### config.mk
export PLATFORM = sky130hd
export DESIGN_NAME = double_power_of_two_scaler
export DESIGN_NICKNAME = d
export VERILOG_FILES = /design/src/dpts_pkg.sv /design/src/double_power_of_two_scaler.sv
export SDC_FILE = /design/constraint.sdc
export NUM_CORES = 1
export LEC_CHECK = 0
export BUFFER_PORTS_ARGS = -buffer_cell sky130_fd_sc_hd__clkbuf_2
export CELL_PAD_IN_SITES_DETAIL_PLACEMENT = 1
export CELL_PAD_IN_SITES_GLOBAL_PLACEMENT = 1
export CORE_UTILIZATION = 50
export DETAILED_ROUTE_END_ITERATION = 8
export PLACE_DENSITY_LB_ADDON = 0.1
export RECOVER_POWER = 100
export SYNTH_ARGS = -nofsm -noshare
export SYNTH_HDL_FRONTEND = slang
export SYNTH_SLANG_ARGS = --single-unit
### constraint.sdc
create_clock -name clk -period 8.3 [get_ports clk]
set_input_delay 1.66 -clock clk [delete_from_list [all_inputs] [get_ports clk]]
set_output_delay 1.66 -clock clk [all_outputs]
set_load 0.05 [all_outputs]
### src/dpts_pkg.sv
// Package for the binary64 power-of-two scaler.
// Holds field widths and format constants; no dependencies.
`default_nettype none
package dpts_pkg;
    localparam int unsigned WORD_W  = 64;
    localparam int unsigned SCALE_W = 32;
    localparam int unsigned FRAC_W  = 52;
    localparam int unsigned EXP_W   = 11;
    localparam int unsigned SIG_W   = 53;
    localparam int unsigned LZC_W   = 6;
    localparam int unsigned SUM_W   = 34;
    localparam int unsigned SHIFT_W = 6;
    localparam logic [EXP_W-1:0] EXP_MAX = 11'h7FF;
    localparam int signed   UNDER_LIM = 54;
endpackage
`default_nettype wire

### src/double_power_of_two_scaler.sv
// Top level of the binary64 power-of-two scaler (ldexp).
// Depends on dpts_pkg for widths and format constants.
`default_nettype none
// Usage:
// The input channel carries value_bits (a binary64 pattern) and a signed scale;
// a transfer happens on a rising edge with in_valid high and in_stall low.
// The output channel carries result_bits = value_bits * 2**scale, rounded to
// nearest even; a transfer happens with out_valid high and out_stall low.
// Zero, infinity and NaN pass through unchanged; overflow gives signed
// infinity and deep underflow gives signed zero.
// The pipeline has four register stages: normalize with a leading-zero count,
// exponent sum, classify and align shift, then rounding into the output
// register. One item is taken every cycle while the receiver does not stall.
// Each stage advances when it or any stage after it has room, so bubbles are
// squeezed out while the receiver stalls. in_stall rises only when the output
// register holds an untaken result, the receiver stalls and every earlier
// stage holds an item, so nothing is lost or repeated.
// Reset clears all valid bits at once; an input transfer can happen at the
// first rising edge after rst_n is released.
module double_power_of_two_scaler
    import dpts_pkg::*;
(
    input  wire logic                      clk,
    input  wire logic                      rst_n,
    input  wire logic                      in_valid,
    output logic                           in_stall,
    input  wire logic [WORD_W-1:0]         value_bits,
    input  wire logic signed [SCALE_W-1:0] scale,
    output logic                           out_valid,
    input  wire logic                      out_stall,
    output logic [WORD_W-1:0]              result_bits
);
    // Per-stage advance enables: a stage moves when it or anything after it
    // has room.
    logic en4, en3, en2, en1;
    assign en4 = !out_valid || !out_stall;
    logic v1_reg, v2_reg, v3_reg;
    assign en3 = en4 || !v3_reg;
    assign en2 = en3 || !v2_reg;
    assign en1 = en2 || !v1_reg;
    assign in_stall = !en1;

    // Stage 1: classify and normalize a subnormal significand.
    logic              s1_pass_reg, s1_sign_reg;
    logic [WORD_W-1:0] s1_raw_reg;
    logic [SIG_W-1:0]  s1_sig_reg;
    logic signed [12:0] s1_exp_reg;
    logic signed [SCALE_W-1:0] s1_scale_reg;

    logic [EXP_W-1:0]  in_exp;
    logic [FRAC_W-1:0] in_frac;
    logic [LZC_W-1:0]  lz;
    assign in_exp  = value_bits[62:52];
    assign in_frac = value_bits[51:0];

    always_comb
    begin
        lz = '0;
        for (int i = 0; i < FRAC_W; i++)
        begin
            if (in_frac[i])
            begin
                lz = LZC_W'(FRAC_W - i);
            end
        end
    end

    always_ff @(posedge clk)
    begin
        if (en1)
        begin
            s1_pass_reg  <= (in_exp == EXP_MAX) || (value_bits[62:0] == '0);
            s1_sign_reg  <= value_bits[63];
            s1_raw_reg   <= value_bits;
            s1_scale_reg <= scale;
            if (in_exp == '0)
            begin
                s1_sig_reg <= SIG_W'({1'b0, in_frac} << lz);
                s1_exp_reg <= 13'sd1 - 13'($signed({1'b0, lz}));
            end
            else
            begin
                s1_sig_reg <= {1'b1, in_frac};
                s1_exp_reg <= 13'($signed({1'b0, in_exp}));
            end
        end
    end

    // Stage 2: wide exponent sum.
    logic              s2_pass_reg, s2_sign_reg;
    logic [WORD_W-1:0] s2_raw_reg;
    logic [SIG_W-1:0]  s2_sig_reg;
    logic signed [SUM_W-1:0] s2_sum_reg;

    always_ff @(posedge clk)
    begin
        if (en2)
        begin
            s2_pass_reg <= s1_pass_reg;
            s2_sign_reg <= s1_sign_reg;
            s2_raw_reg  <= s1_raw_reg;
            s2_sig_reg  <= s1_sig_reg;
            s2_sum_reg  <= SUM_W'(s1_exp_reg) + SUM_W'(s1_scale_reg);
        end
    end

    // Stage 3: decide the case and shift the significand into place.
    typedef enum logic [2:0] {K_PASS, K_INF, K_ZERO, K_SUB, K_NORM} kind_t;
    kind_t             s3_kind_reg;
    logic              s3_sign_reg;
    logic [WORD_W-1:0] s3_raw_reg;
    logic [EXP_W-1:0]  s3_exp_reg;
    logic [SIG_W-1:0]  s3_q_reg;
    logic              s3_half_reg, s3_sticky_reg;

    logic [SHIFT_W-1:0] sh;
    logic [2*SIG_W-1:0] wide;
    assign sh   = SHIFT_W'(SUM_W'(1) - s2_sum_reg);
    assign wide = {s2_sig_reg, {SIG_W{1'b0}}} >> sh;

    always_ff @(posedge clk)
    begin
        if (en3)
        begin
            s3_sign_reg   <= s2_sign_reg;
            s3_raw_reg    <= s2_raw_reg;
            s3_exp_reg    <= s2_sum_reg[EXP_W-1:0];
            s3_half_reg   <= wide[SIG_W-1];
            s3_sticky_reg <= |wide[SIG_W-2:0];
            // A normal result keeps the significand as it is.
            if (s2_sum_reg > SUM_W'(0))
                s3_q_reg <= s2_sig_reg;
            else
                s3_q_reg <= wide[2*SIG_W-1:SIG_W];
            if (s2_pass_reg)
                s3_kind_reg <= K_PASS;
            else if (s2_sum_reg >= SUM_W'(2047))
                s3_kind_reg <= K_INF;
            else if (s2_sum_reg < -SUM_W'(UNDER_LIM))
                s3_kind_reg <= K_ZERO;
            else if (s2_sum_reg <= SUM_W'(0))
                s3_kind_reg <= K_SUB;
            else
                s3_kind_reg <= K_NORM;
        end
    end

    // Stage 4: rounding and assembly into the output register.
    logic [WORD_W-1:0] result_next;
    logic              up;
    assign up = s3_half_reg && (s3_sticky_reg || s3_q_reg[0]);

    always_comb
    begin
        unique case (s3_kind_reg)
            K_PASS:  result_next = s3_raw_reg;
            K_INF:   result_next = {s3_sign_reg, EXP_MAX, {FRAC_W{1'b0}}};
            K_ZERO:  result_next = {s3_sign_reg, {(WORD_W-1){1'b0}}};
            K_SUB:   result_next = {s3_sign_reg,
                                    (WORD_W-1)'(s3_q_reg) + (WORD_W-1)'(up)};
            K_NORM:  result_next = {s3_sign_reg, s3_exp_reg, s3_q_reg[FRAC_W-1:0]};
            default: result_next = s3_raw_reg;
        endcase
    end

    always_ff @(posedge clk)
    begin
        if (en4)
        begin
            result_bits <= result_next;
        end
    end

    always_ff @(posedge clk or negedge rst_n)
    begin
        if (!rst_n)
        begin
            v1_reg    <= 1'b0;
            v2_reg    <= 1'b0;
            v3_reg    <= 1'b0;
            out_valid <= 1'b0;
        end
        else
        begin
            if (en1) v1_reg <= in_valid;
            if (en2) v2_reg <= v1_reg;
            if (en3) v3_reg <= v2_reg;
            if (en4) out_valid <= v3_reg;
        end
    end

`ifndef SYNTHESIS
    a_hold: assert property (@(posedge clk) disable iff (!rst_n)
        out_valid && out_stall |=> out_valid && $stable(result_bits))
        else $error("result changed while stalled");
    a_stall: assert property (@(posedge clk) disable iff (!rst_n)
        in_stall |-> out_valid && out_stall && v1_reg && v2_reg && v3_reg)
        else $error("input stalled with room in the pipe");
    a_flow: assert property (@(posedge clk) disable iff (!rst_n)
        v3_reg && !out_stall |=> out_valid)
        else $error("item lost at the output stage");
`endif
endmodule
`default_nettype wire

==> results.txt <==
WL/cell -> 33.6 µm
CTS clk-pin slew, worst paths -> 0.06 ns
Share of post-route cells with drive strength above 1 -> 9.64%
Outcome -> finished with violations
Final Setup Violations -> 0
CTS Hold Bufs -> 0
FF-to-FF End -> result_bits[51]
Clock insertion delay at the later pin of the skew report -> 0.62 ns
Number of global-route vias before repair -> 23900
Synth Register Bits -> 514
Largest reg by FF count -> result_bits
Leak -> 11.4 nW
Hold Fails Final Rpt -> 0
Final wirelength -> 115 mm
DR vias/cell -> 7.03
PD cells -> 320 nW/µm²
Fmax -> 154 MHz
Ys async rst share -> 0.778%
Initial core utilization -> 50.9%
H-tree levels -> 2
Setup slack, reg-to-reg -> 1.81 ns
TritonCTS Buffers -> 53
Crit path from -> s3_kind_reg[2]
Minimum clock period -> 6.49 ns
Rows -> 86
Setup Skew -> 0.0263 ns
Grt total ovfl -> 0
Unrepaired setup endpoints after global routing -> no
Synthesized area -> 28200 µm²
Yosys warns -> 0
Cells on worst reg2reg path -> 9
# fillers -> 5802
Seq/Total Area, Yosys -> 54.6%
Port Buffers -> 165
Max-slew headroom -> -131%
DRC -> 0
Nets@finish -> 2762
CP startpoint kind -> register
Resized cells post-CTS -> 0
Pre-antenna DRT Iters -> 9
Initial antenna violation count -> 10
First DRT Iteration DRCs -> 3016
GP Congestion -> 1.04
DRT antenna net count -> 0
Violated checks -> capacitance limit, slew limit
Setup TNS -> 0 ns
DP HPWL -> 83.9 mm
Top-level I/O count -> 166
Bufs on Longest Clock Path -> 3
Pins Over Slew Limit -> 826
Commonest non-fill, non-tap cell in the layout -> edfxtp_1
Largest net degree at the start of global routing -> 83
HP Class -> register to register
Root buffer cell -> clkbuf_16
Width of the die -> 240 µm
Post-CTS setup repair buffer count -> 0
Synth cell types -> 93
Flip-flop count of the largest register after layout -> 64
Setup Crit Path Kind -> register to register
Worst r2r src -> s3_kind_reg[2]
Syn Nets -> 2656
DIE AREA -> 57400 µm²
CTS tree -> yes
Top FF cell, synth -> edfxtp_1
Crit path capture -> result_bits[51]
Critical path arrival -> 6.82 ns
Max_cap viols -> 15
CP Capture Type -> register
DR vias -> 24000
EDFF count, synth -> 510
P&R area growth vs syn -> 11.3%
Clock sinks -> 514
Core Area -> 55400 µm²
Worst vdd ir -> 220 µV
Final worst-path cycle share -> 78.2%
Gr usage total -> 39.8%
Avg Inst Size Synth -> 11.2 µm²
Cells after Synth -> 2518
Global-route wire length before repair -> 165 mm
Worst Tran Pin Value -> 3.45 ns
Crit Path Max Fanout -> 44
Chip height -> 240 µm
CP required -> 8.63 ns
Commonest non-fill, non-tap cells in the layout -> edfxtp_1, nand2_1, nor2_1
Hold WS -> 0.418 ns
[routing by layer]
metal  vias up  part of all wire [%]  track usage [%]
li1      10100                     -                -
met4         2                   6.3             21.6
met3       375                   9.6             7.38
met5         -                0.0096                0
met2      1598                    46             64.0
met1     12000                    38             50.8
[synthesized netlist by cell type (10+ instances only)]
cell        n  area share, %
nand2_1   272            3.6
a22o_1     35            1.1
o31ai_1    18           0.48
mux2i_1   112            4.0
and2_1     13           0.29
edfxtp_1  510             54
mux2_2     35            1.4
o221ai_1   24           0.75
xnor2_1    28           0.87
o21a_1     21           0.56
a21oi_1   129            2.3
o21ai_0   164            2.9
a31oi_1    45            1.0
inv_1      70           0.93
a222oi_1   20           0.71
nor2_1    171            2.3
o211ai_1   67            1.8
ha_1       37            1.6
a21o_1     22           0.59
buf_1      18           0.24
nor2b_1    15           0.33
a211o_1    13           0.40
or3_1      10           0.22
a22oi_1    29           0.77
o22ai_1    25           0.55
a221oi_1   10           0.31
clkbuf_1  103            1.4
nand3_1    76            1.3
buf_2      31           0.55
mux4_2     33            2.6
and3_1     25           0.55
nor4_1     26           0.58
nand2b_1   13           0.29
nand4_1    30           0.67
a211oi_1   18           0.48
nor3_1     57            1.0
[area by class of cell]
class / instances / area, µm² / share of cell area (%)
Sequential cell: 514 / 15400 / 49.1
Multi-Input combinational cell: 1770 / 11900 / 37.9
Clock buffer: 65 / 1430 / 4.56
Timing Repair Buffer: 211 / 957 / 3.05
Tap cell: 748 / 936 / 2.98
Clock inverter: 33 / 457 / 1.46
Inverter: 74 / 279 / 0.889
Antenna cell: 3 / 7.51 / 0.0239
[cell families (layout without fill, tap and decap cells)]
group | after synthesis | after routing | synth area share, %
other cells | 0 | 3 | 0
flops | 514 | 514 | 54.6
mux | 180 | 180 | 8.01
buf+inv | 234 | 383 | 3.39
xor+xnor | 37 | 37 | 1.15
fa+ha+maj | 38 | 38 | 1.71
compound gates | 770 | 770 | 18.9
simple gates | 745 | 745 | 12.2
[power by group]
| group | total, W | internal [W] | switching [W] |
|---|---|---|---|
| logic | 0.00347 | 0.00105 | 0.00242 |
| clock network | 0.00259 | 0.00154 | 0.00105 |
| registers | 0.00399 | 0.00351 | 0.000478 |
| total | 0.0100 | 0.00610 | 0.00394 |
[worst min-delay path by stage]
stage | startpoint | endpoint | slack (ns) | cells past startpoint
2_1_floorplan | s1_pass_reg | s2_pass_reg | 0.40 | 0
3_3_place_gp | s1_raw_reg[35] | s2_raw_reg[35] | 0.40 | 0
3_5_place_dp | s2_raw_reg[7] | s3_raw_reg[7] | 0.41 | 0
4_1_cts | s2_raw_reg[30] | s3_raw_reg[30] | 0.41 | 0
5_1_grt | s1_raw_reg[1] | s2_raw_reg[1] | 0.42 | 0
6_report | s1_sig_reg[52] | s2_sig_reg[52] | 0.42 | 0
[critical path: stages (launching register included)]
cell and delay, ns:
edfxtp_1 0.62, clkbuf_1 1.80, inv_1 0.44, nand2_1 0.20, clkbuf_1 1.75, nor2_1 0.09
clkbuf_1 0.50, nand3_1 0.32, nor3_1 0.09, a221o_1 0.34
[metrics by stage]
| stage | setup WS, ns | total power, W | util [%] | cell area [µm²] | cells |
|---|---|---|---|---|---|
| finish | 1.81 | 0.0100 | 56.6 | 31400 | 3418 |
| global route | 1.74 | 0.0103 | 56.6 | 31400 | 3415 |
| CTS | 2.75 | 0.00997 | 57.1 | 31600 | 3415 |
| detailed placement | 2.13 | 0.00738 | 53.7 | 29700 | 3317 |
| global placement | 2.11 | 0.00727 | 53.7 | 29700 | 3317 |
| floorplan | 1.28 | 0.00609 | - | 28200 | 2518 |
Note: power is estimated with default switching activity, not from simulation.
